<file path="src/sv/teq_pkg.sv">
`default_nettype none
package teq_pkg;

  localparam int unsigned MaxResults = 16;

  localparam logic [1:0] CmdSchedule = 2'd0;
  localparam logic [1:0] CmdTick     = 2'd1;
  localparam logic [1:0] CmdClear    = 2'd2;
  localparam logic [1:0] CmdReserved = 2'd3;

  localparam logic [2:0] StFired     = 3'd0;
  localparam logic [2:0] StScheduled = 3'd1;
  localparam logic [2:0] StDropped   = 3'd2;
  localparam logic [2:0] StCleared   = 3'd3;
  localparam logic [2:0] StNoneDue   = 3'd4;

  typedef struct packed {
    logic [1:0]  command;
    logic [31:0] now_time;
    logic [31:0] delay_time;
    logic [15:0] event_id;
    logic [7:0]  dispatcher_id;
    logic [7:0]  event_flags;
  } in_item_t;

  typedef struct packed {
    logic [2:0]  status;
    logic [15:0] fired_event_id;
    logic [7:0]  fired_dispatcher;
    logic [7:0]  fired_flags;
    logic [6:0]  removed_count;
    logic        last;
  } out_item_t;

  // fire time 63..32, id 31..16, dispatcher 15..8, flags 7..0
  typedef struct packed {
    logic [31:0] fire_time;
    logic [15:0] event_id;
    logic [7:0]  dispatcher;
    logic [7:0]  flags;
  } entry_t;

endpackage
`default_nettype wire

</file>
<file path="src/sv/teq_ram.sv">
`default_nettype none
module teq_ram #(
  parameter int unsigned Width = 64,
  parameter int unsigned Depth = 16
) (
  input  wire logic                     clk_i,
  input  wire logic                     we_i,
  input  wire logic [$clog2(Depth)-1:0] waddr_i,
  input  wire logic [Width-1:0]         wdata_i,
  input  wire logic [$clog2(Depth)-1:0] raddr_i,
  output logic      [Width-1:0]         rdata_o
);
  logic [Width-1:0] mem_q [Depth];

  always_ff @(posedge clk_i) begin
    if (we_i) begin
      mem_q[waddr_i] <= wdata_i;
    end
    rdata_o <= mem_q[raddr_i];
  end
endmodule
`default_nettype wire

</file>
<file path="src/sv/timed_event_queue_unit.sv">
// Timed event queue: events sorted by fire time in one single-port-read RAM.
// Schedule: result after a read/shift walk from the tail. Clear and drop: result in the
// cycle after the item. Tick: each further fired item comes after the previous is taken;
// then the survivors move down. One item at a time; in_stall_o is high while an item
// is in work or a result waits. Reset (async, active low) empties the queue; RAM
// contents need no clearing.
`default_nettype none
module timed_event_queue_unit #(
  parameter int unsigned QueueDepth = 16
) (
  input  wire logic               clk_i,
  input  wire logic               rst_ni,
  input  wire logic               in_valid_i,
  output logic                    in_stall_o,
  input  wire teq_pkg::in_item_t  in_item_i,
  output logic                    out_valid_o,
  input  wire logic               out_stall_i,
  output teq_pkg::out_item_t      out_item_o
);
  localparam int unsigned AddrW = $clog2(QueueDepth);
  localparam int unsigned CntW  = $clog2(QueueDepth + 1);
  // a tick fires at most MaxResults events and never more than the queue holds
  localparam int unsigned FireCap = (QueueDepth < teq_pkg::MaxResults) ?
                                    QueueDepth : teq_pkg::MaxResults;

  typedef enum logic [2:0] {
    SIdle, SInsRead, SInsCheck, STickRead, STickCheck, SShiftRead, SShiftWrite, SOut
  } state_e;

  state_e            state_q;
  logic [CntW-1:0]   count_q;
  logic [CntW-1:0]   idx_q;     // walk position
  logic [CntW-1:0]   nfire_q;   // events fired by this tick
  logic [31:0]       time_q;    // fire time (schedule) or now (tick)
  teq_pkg::entry_t   new_q;
  teq_pkg::out_item_t res_q;
  logic              pend_q;    // res_q holds a fired item not yet shown

  logic              we;
  logic [AddrW-1:0]  waddr, raddr;
  logic [63:0]       wdata, rdata;
  teq_pkg::entry_t   rentry;

  teq_ram #(.Width(64), .Depth(QueueDepth)) u_ram (
    .clk_i(clk_i), .we_i(we), .waddr_i(waddr), .wdata_i(wdata),
    .raddr_i(raddr), .rdata_o(rdata)
  );
  assign rentry = teq_pkg::entry_t'(rdata);

  logic [32:0] sum;
  logic [31:0] fire_sat;
  assign sum      = {1'b0, in_item_i.now_time} + {1'b0, in_item_i.delay_time};
  assign fire_sat = sum[32] ? 32'hFFFF_FFFF : sum[31:0];

  logic in_acc, out_acc;
  assign in_acc  = in_valid_i && !in_stall_o;
  assign out_acc = out_valid_o && !out_stall_i;
  assign in_stall_o  = (state_q != SIdle) || out_valid_o;

  function automatic teq_pkg::out_item_t plain_res(logic [2:0] st, logic [6:0] removed);
    teq_pkg::out_item_t r;
    r = '0;
    r.status = st;
    r.removed_count = removed;
    r.last = 1'b1;
    return r;
  endfunction

  // Read address: insert walks down from idx-1; tick/shift read at idx.
  always_comb begin
    raddr = idx_q[AddrW-1:0];
    if (state_q == SInsRead) raddr = AddrW'(idx_q - CntW'(1));
    we    = 1'b0;
    waddr = idx_q[AddrW-1:0];
    wdata = rdata;
    if (state_q == SInsCheck) begin
      we = 1'b1;
      if (idx_q != '0 && rentry.fire_time > time_q) begin
        wdata = rdata;          // move entry idx-1 up to idx
      end else begin
        wdata = new_q;
      end
    end else if (state_q == SShiftWrite) begin
      we    = 1'b1;
      waddr = AddrW'(idx_q - nfire_q);
    end
  end

  // Tick: each due entry is parked in res_q and shown only once the next entry has
  // been examined or the walk ends, so its last flag is known. A shown item that is not
  // the last must be taken before the walk moves on.
  always_ff @(posedge clk_i or negedge rst_ni) begin
    if (!rst_ni) begin
      state_q     <= SIdle;
      count_q     <= '0;
      idx_q       <= '0;
      nfire_q     <= '0;
      time_q      <= '0;
      new_q       <= '0;
      res_q       <= '0;
      pend_q      <= 1'b0;
      out_valid_o <= 1'b0;
    end else begin
      if (out_acc) out_valid_o <= 1'b0;
      case (state_q)
        SIdle: begin
          if (in_acc) begin
            new_q <= '{fire_time: fire_sat,
                       event_id: in_item_i.event_id,
                       dispatcher: in_item_i.dispatcher_id,
                       flags: in_item_i.event_flags};
            case (in_item_i.command)
              teq_pkg::CmdSchedule: begin
                if (count_q >= CntW'(QueueDepth)) begin
                  res_q       <= plain_res(teq_pkg::StDropped, 7'd0);
                  out_valid_o <= 1'b1;
                end else begin
                  time_q  <= fire_sat;
                  idx_q   <= count_q;
                  state_q <= SInsRead;
                end
              end
              teq_pkg::CmdTick: begin
                time_q  <= in_item_i.now_time;
                idx_q   <= '0;
                nfire_q <= '0;
                pend_q  <= 1'b0;
                state_q <= STickRead;
              end
              teq_pkg::CmdClear: begin
                res_q       <= plain_res(teq_pkg::StCleared, 7'(count_q));
                count_q     <= '0;
                out_valid_o <= 1'b1;
              end
              default: ;
            endcase
          end
        end
        SInsRead: state_q <= SInsCheck;
        SInsCheck: begin
          if (idx_q != '0 && rentry.fire_time > time_q) begin
            idx_q   <= idx_q - CntW'(1);
            state_q <= SInsRead;
          end else begin
            count_q     <= count_q + CntW'(1);
            res_q       <= plain_res(teq_pkg::StScheduled, 7'd0);
            out_valid_o <= 1'b1;
            state_q     <= SIdle;
          end
        end
        STickRead: begin
          if (idx_q < count_q && nfire_q < CntW'(FireCap)) begin
            state_q <= STickCheck;
          end else if (pend_q) begin
            res_q.last  <= 1'b1;
            out_valid_o <= 1'b1;
            pend_q      <= 1'b0;
            state_q     <= SShiftRead;   // idx_q == nfire_q
          end else begin
            res_q       <= plain_res(teq_pkg::StNoneDue, 7'd0);
            out_valid_o <= 1'b1;
            state_q     <= SIdle;
          end
        end
        STickCheck: begin
          if (rentry.fire_time <= time_q) begin
            if (pend_q) begin
              // parked item is not the last; show it, then read this entry again
              out_valid_o <= 1'b1;
              pend_q      <= 1'b0;
              state_q     <= SOut;
            end else begin
              res_q <= '{status: teq_pkg::StFired,
                         fired_event_id: rentry.event_id,
                         fired_dispatcher: rentry.dispatcher,
                         fired_flags: rentry.flags,
                         removed_count: 7'd0,
                         last: 1'b0};
              pend_q  <= 1'b1;
              nfire_q <= nfire_q + CntW'(1);
              idx_q   <= idx_q + CntW'(1);
              state_q <= STickRead;
            end
          end else if (pend_q) begin
            res_q.last  <= 1'b1;
            out_valid_o <= 1'b1;
            pend_q      <= 1'b0;
            state_q     <= SShiftRead;
          end else begin
            res_q       <= plain_res(teq_pkg::StNoneDue, 7'd0);
            out_valid_o <= 1'b1;
            state_q     <= SIdle;
          end
        end
        SOut: begin
          if (out_acc) state_q <= STickRead;
        end
        SShiftRead: begin
          if (idx_q < count_q) state_q <= SShiftWrite;
          else begin
            count_q <= count_q - nfire_q;
            state_q <= SIdle;
          end
        end
        SShiftWrite: begin
          idx_q   <= idx_q + CntW'(1);
          state_q <= SShiftRead;
        end
        default: state_q <= SIdle;
      endcase
    end
  end

  assign out_item_o = res_q;

  property p_count_bound;
    @(posedge clk_i) disable iff (!rst_ni) count_q <= CntW'(QueueDepth);
  endproperty
  a_count_bound: assert property (p_count_bound) else $error("count overflow");

  a_no_accept_busy: assert property (@(posedge clk_i) disable iff (!rst_ni)
    (state_q != SIdle) |-> !in_acc) else $error("item accepted while busy");

  a_write_only_walk: assert property (@(posedge clk_i) disable iff (!rst_ni)
    we |-> (state_q == SInsCheck || state_q == SShiftWrite))
    else $error("stray RAM write");

  a_out_hold: assert property (@(posedge clk_i) disable iff (!rst_ni)
    (out_valid_o && out_stall_i) |=> (out_valid_o && $stable(out_item_o)))
    else $error("stalled result changed");
endmodule
`default_nettype wire
</file>
<file path="config.mk">
export PLATFORM = sky130hd
export DESIGN_NAME = timed_event_queue_unit
export DESIGN_NICKNAME = d
export VERILOG_FILES = /design/src/sv/teq_pkg.sv /design/src/sv/teq_ram.sv /design/src/sv/timed_event_queue_unit.sv
export SDC_FILE = /design/constraint.sdc
export NUM_CORES = 2
export LEC_CHECK = 0
export BUFFER_PORTS_ARGS = -buffer_cell sky130_fd_sc_hd__clkbuf_2
export CORE_MARGIN = 4
export CORE_UTILIZATION = 55
export CTS_CLUSTER_SIZE = 30
export DETAILED_ROUTE_END_ITERATION = 7
export PLACE_DENSITY = 0.82
export RECOVER_POWER = 100
export SYNTH_ARGS = -nofsm -noshare
export SYNTH_HDL_FRONTEND = slang
export SYNTH_SLANG_ARGS = --single-unit
</file>
<file path="constraint.sdc">
create_clock -name clk_i -period 11.93 [get_ports clk_i]
set_input_delay 1.7895 -clock clk_i [delete_from_list [all_inputs] [get_ports clk_i]]
set_output_delay 1.7895 -clock clk_i [all_outputs]
set_load 0.03 [all_outputs]
</file>
==> flow_metrics.py <==
metrics = {
    "status": {
        "status": "complete, but fails checks",
        "violations": "capacitance limit, slew limit",
    },
    "sta": {
        "max_slew_margin_pct": -181.4,
        "maxSlewViolCount": 1536,
        "rsz0062_at_grt": "no",
        "hold_viol_final": 0,
        "timing.final.crit_share_pct": 65.43,
        "fmax_ghz": 0.1281,
        "period_minus_slack_ps": 7805,
        "fin_hold_ws_ps": 476.4,
        "setup_tns_ps": 0,
        "finalSetupViolCount": 0,
        "fin_skew_ps": 53.07,
        "worst_pin_slew_ps": 4222,
    },
    "route": {
        "ant_nets": 0,
        "drt-total-wl_um": 129400,
        "drt_iter0_markers": 3677,
        "vias": 27890,
        "firstDrtPassIters": 6,
        "via_per_inst": 6.632,
        "wl_per_cell_um": 30.78,
        "drc": 0,
    },
    "worst_setup_path": {
        "crit_start": "state_q[2]",
        "critPathMaxFanout": 64,
        "critPathLaunchType": "flop",
        "endpoint_kind": "flop",
        "r2r-start": "state_q[2]",
        "cp.arrival_ps": 8310,
        "path_class": "flop to flop",
        "worstPathRequired_ps": 12430,
    },
    "pwr": {
        "p_sw_mw": 4.961,
        "power.total_mw": 15.46,
        "vdd_drop_max_mv": 0.3352,
        "p_clk_share_pct": 25.4,
        "power_frac_comb_pct": 33.2,
        "seq_power_share_pct": 41.4,
        "p_sw_share_pct": 32.09,
        "p_leak_nw": 19.43,
        "cellPowerDensity_mw_per_mm2": 273.9,
        "p_int_mw": 10.50,
    },
    "finish": {
        "areaGrowthSynthToFinish_pct": 11.57,
        "final_cell_mix": "edfxtp_1, mux4_2, nand2_1",
        "drive_gt1_share_pct": 21.30,
        "nFillCells": 5941,
        "final_common_cell": "edfxtp_1",
        "final_cells": 4205,
        "fin_nets": 3108,
    },
    "die": {
        "ios": 147,
        "start_util_pct": 55.79,
        "core_mm2": 0.09070,
        "rows": 110,
        "die-width_um": 311.3,
        "die_area_mm2": 0.09691,
        "die_h_um": 311.3,
    },
    "global_route": {
        "grt_util_all_layers_pct": 26.69,
        "grt_max_degree": 150,
        "grt_pass1_vias": 28830,
        "grt_pass1_wl_um": 191900,
        "antenna_found_initial": 4,
        "overflow": 0,
    },
    "placement": {
        "dpl.hpwl_um": 67690,
        "routabilityCongestion": 0.8941,
        "numPortBuffers": 146,
        "place_inst": 3980,
    },
    "yosys": {
        "syn_nets": 2939,
        "ys_seq_area_share_pct": 71.17,
        "synth-simple-area-share_pct": 3.516,
        "syn-cell-area_mm2": 0.05060,
        "synthArstFlopShare_pct": 12.75,
        "synth_ff_type": "edfxtp_1",
        "synth_cells": 2755,
        "synth_fa_ha_area_share_pct": 2.072,
        "ys_ff_latch": 1247,
        "ys_warn_count": 0,
        "synth_edf_count": 1024,
        "yosys.area_share.xor_xnor_pct": 0.7072,
        "synth_cell_type_count": 76,
        "synthMuxAreaShare_pct": 15.82,
        "synth_top_family_by_area": "multiplexers",
        "synth-compound-area-share_pct": 4.627,
        "avgSynthCellArea_um2": 18.37,
    },
    "cts": {
        "root_buffer": "clkbuf_16",
        "cts_buffer_depth": 3,
        "tritoncts": "built",
        "cts_sinks": 1247,
        "ctsHoldBuffers": 0,
        "post_cts.repair.setup_buffers": 0,
        "clk_pin_slew_ps": 60,
        "cts_max_level": 3,
        "cts_resized": 0,
        "clkLatencyLatePin_ps": 710,
        "cts_buffers": 118,
    },
    "worst_hold_path": {
        "hp-start": "new_q[48]",
        "hold_path.class": "flop to flop",
    },
    "job": {
        "drv_cap": 42,
    },
}
==> synthesized netlist by cell type, types with 6 or more instances <==
cell type	instances	area, um2
buf_4	17	127.6
buf_6	9	101.4
nand2b_1	12	75.07
nor3_1	28	140.1
ha_1	79	988.5
nor2b_1	12	75.07
a22o_1	6	52.55
edfxtp_1	1024	30750
nand2_1	194	728.2
xor2_1	18	157.7
nand3_1	18	90.09
o211ai_1	42	315.3
nor2_1	75	281.5
inv_1	92	345.3
dfxtp_1	64	1281
and2_1	9	56.30
o22ai_1	19	118.9
buf_2	36	180.2
a21o_1	37	277.8
dfrtp_1	159	3979
and3_1	11	68.82
o21ai_0	110	550.5
a21oi_1	54	270.3
a31oi_1	11	68.82
mux2_2	65	732.0
xnor2_1	21	183.9
o21ai_1	17	85.08
nand4_1	19	118.9
o31ai_1	10	75.07
mux4_2	320	7207
buf_1	13	48.80
clkbuf_1	66	247.7
==> stage by stage <==
stage          utilization (%)  setup slack [ps]  instance area [um2]
3_3_place_gp             58.05              6930                52650
4_1_cts                  62.61              6848                56790
6_report                 62.24              4125                56450
2_1_floorplan                -              7027                50600
5_1_grt                  62.24              3501                56450
3_5_place_dp             58.05              6822                52650
==> path summary, 6_finish.rpt <==
| check | depth (start not counted) | slack, ps | to |
|---|---|---|---|
| setup reg to reg | 9 | 4120 | time_q[29] |
| max in group asynchronous | 3 | 5300 | out_item_o[38] |
| setup / recovery | 9 | 4120 | time_q[29] |
| min in group asynchronous | 1 | 1770 | new_q[0] |
| hold / removal | 2 | 480 | new_q[48] |
| hold reg to reg | 2 | 480 | new_q[48] |
==> cell type report <==
class | instances | area, um2 | share of cell area (%)
flip-flops and latches | 1247 | 36010 | 63.79
diodes | 1 | 2.502 | 0.004433
repair buffers | 190 | 918.4 | 1.627
inverters | 94 | 352.8 | 0.6250
well taps | 1176 | 1471 | 2.607
clock inverters | 58 | 665.6 | 1.179
clock buffers | 166 | 3473 | 6.153
multi-input cells | 1273 | 13560 | 24.02
==> critical path: stages (launching register included) <==
cell and delay (ps):
dfrtp_1 380, buf_4 230, nor4_1 630, and2_2 250, clkbuf_1 2590, and2_2 560, clkbuf_1 1640, nand2_1 810
nor2_1 370, a221oi_1 120
==> cell families after synthesis <==
family / after synthesis
AO/OA/AOI/OAI: 363
adder cells (fa/ha/maj): 82
multiplexers: 391
buffers and inverters: 235
flip-flops: 1247
XOR/XNOR: 40
AND/OR/NAND/NOR: 397
==> registers in the layout, summed over array words and instances (netlist names), 5 cells and up <==
name,count
new_q,64
out_item_o,43
nfire_q,5
idx_q,5
u_ram.rdata_o,64
time_q,32
count_q,5
u_ram.mem_q,1024
==> metal layers <==
metal	global-route usage [%]	part of all wire, %	wire (um)	vias up
met5	0	0.014	18	-
met3	5.396	9.7	12590	281
met1	35.77	37	47350	14450
met4	8.991	3.4	4379	4
li1	-	-	-	11330
met2	44.46	50	65110	1826
==> power by group through the flow <==
stage / sequential [mW] / clock, mW / combinational (mW)
after floorplan: 6.35 / 0 / 3.76
after global placement: 6.40 / 0 / 4.77
after detailed placement: 6.43 / 0 / 5.04
after CTS: 6.37 / 3.96 / 5.18
after global routing: 6.44 / 4.16 / 5.52
final: 6.41 / 3.93 / 5.13
Power figures use the tool's default switching activity.
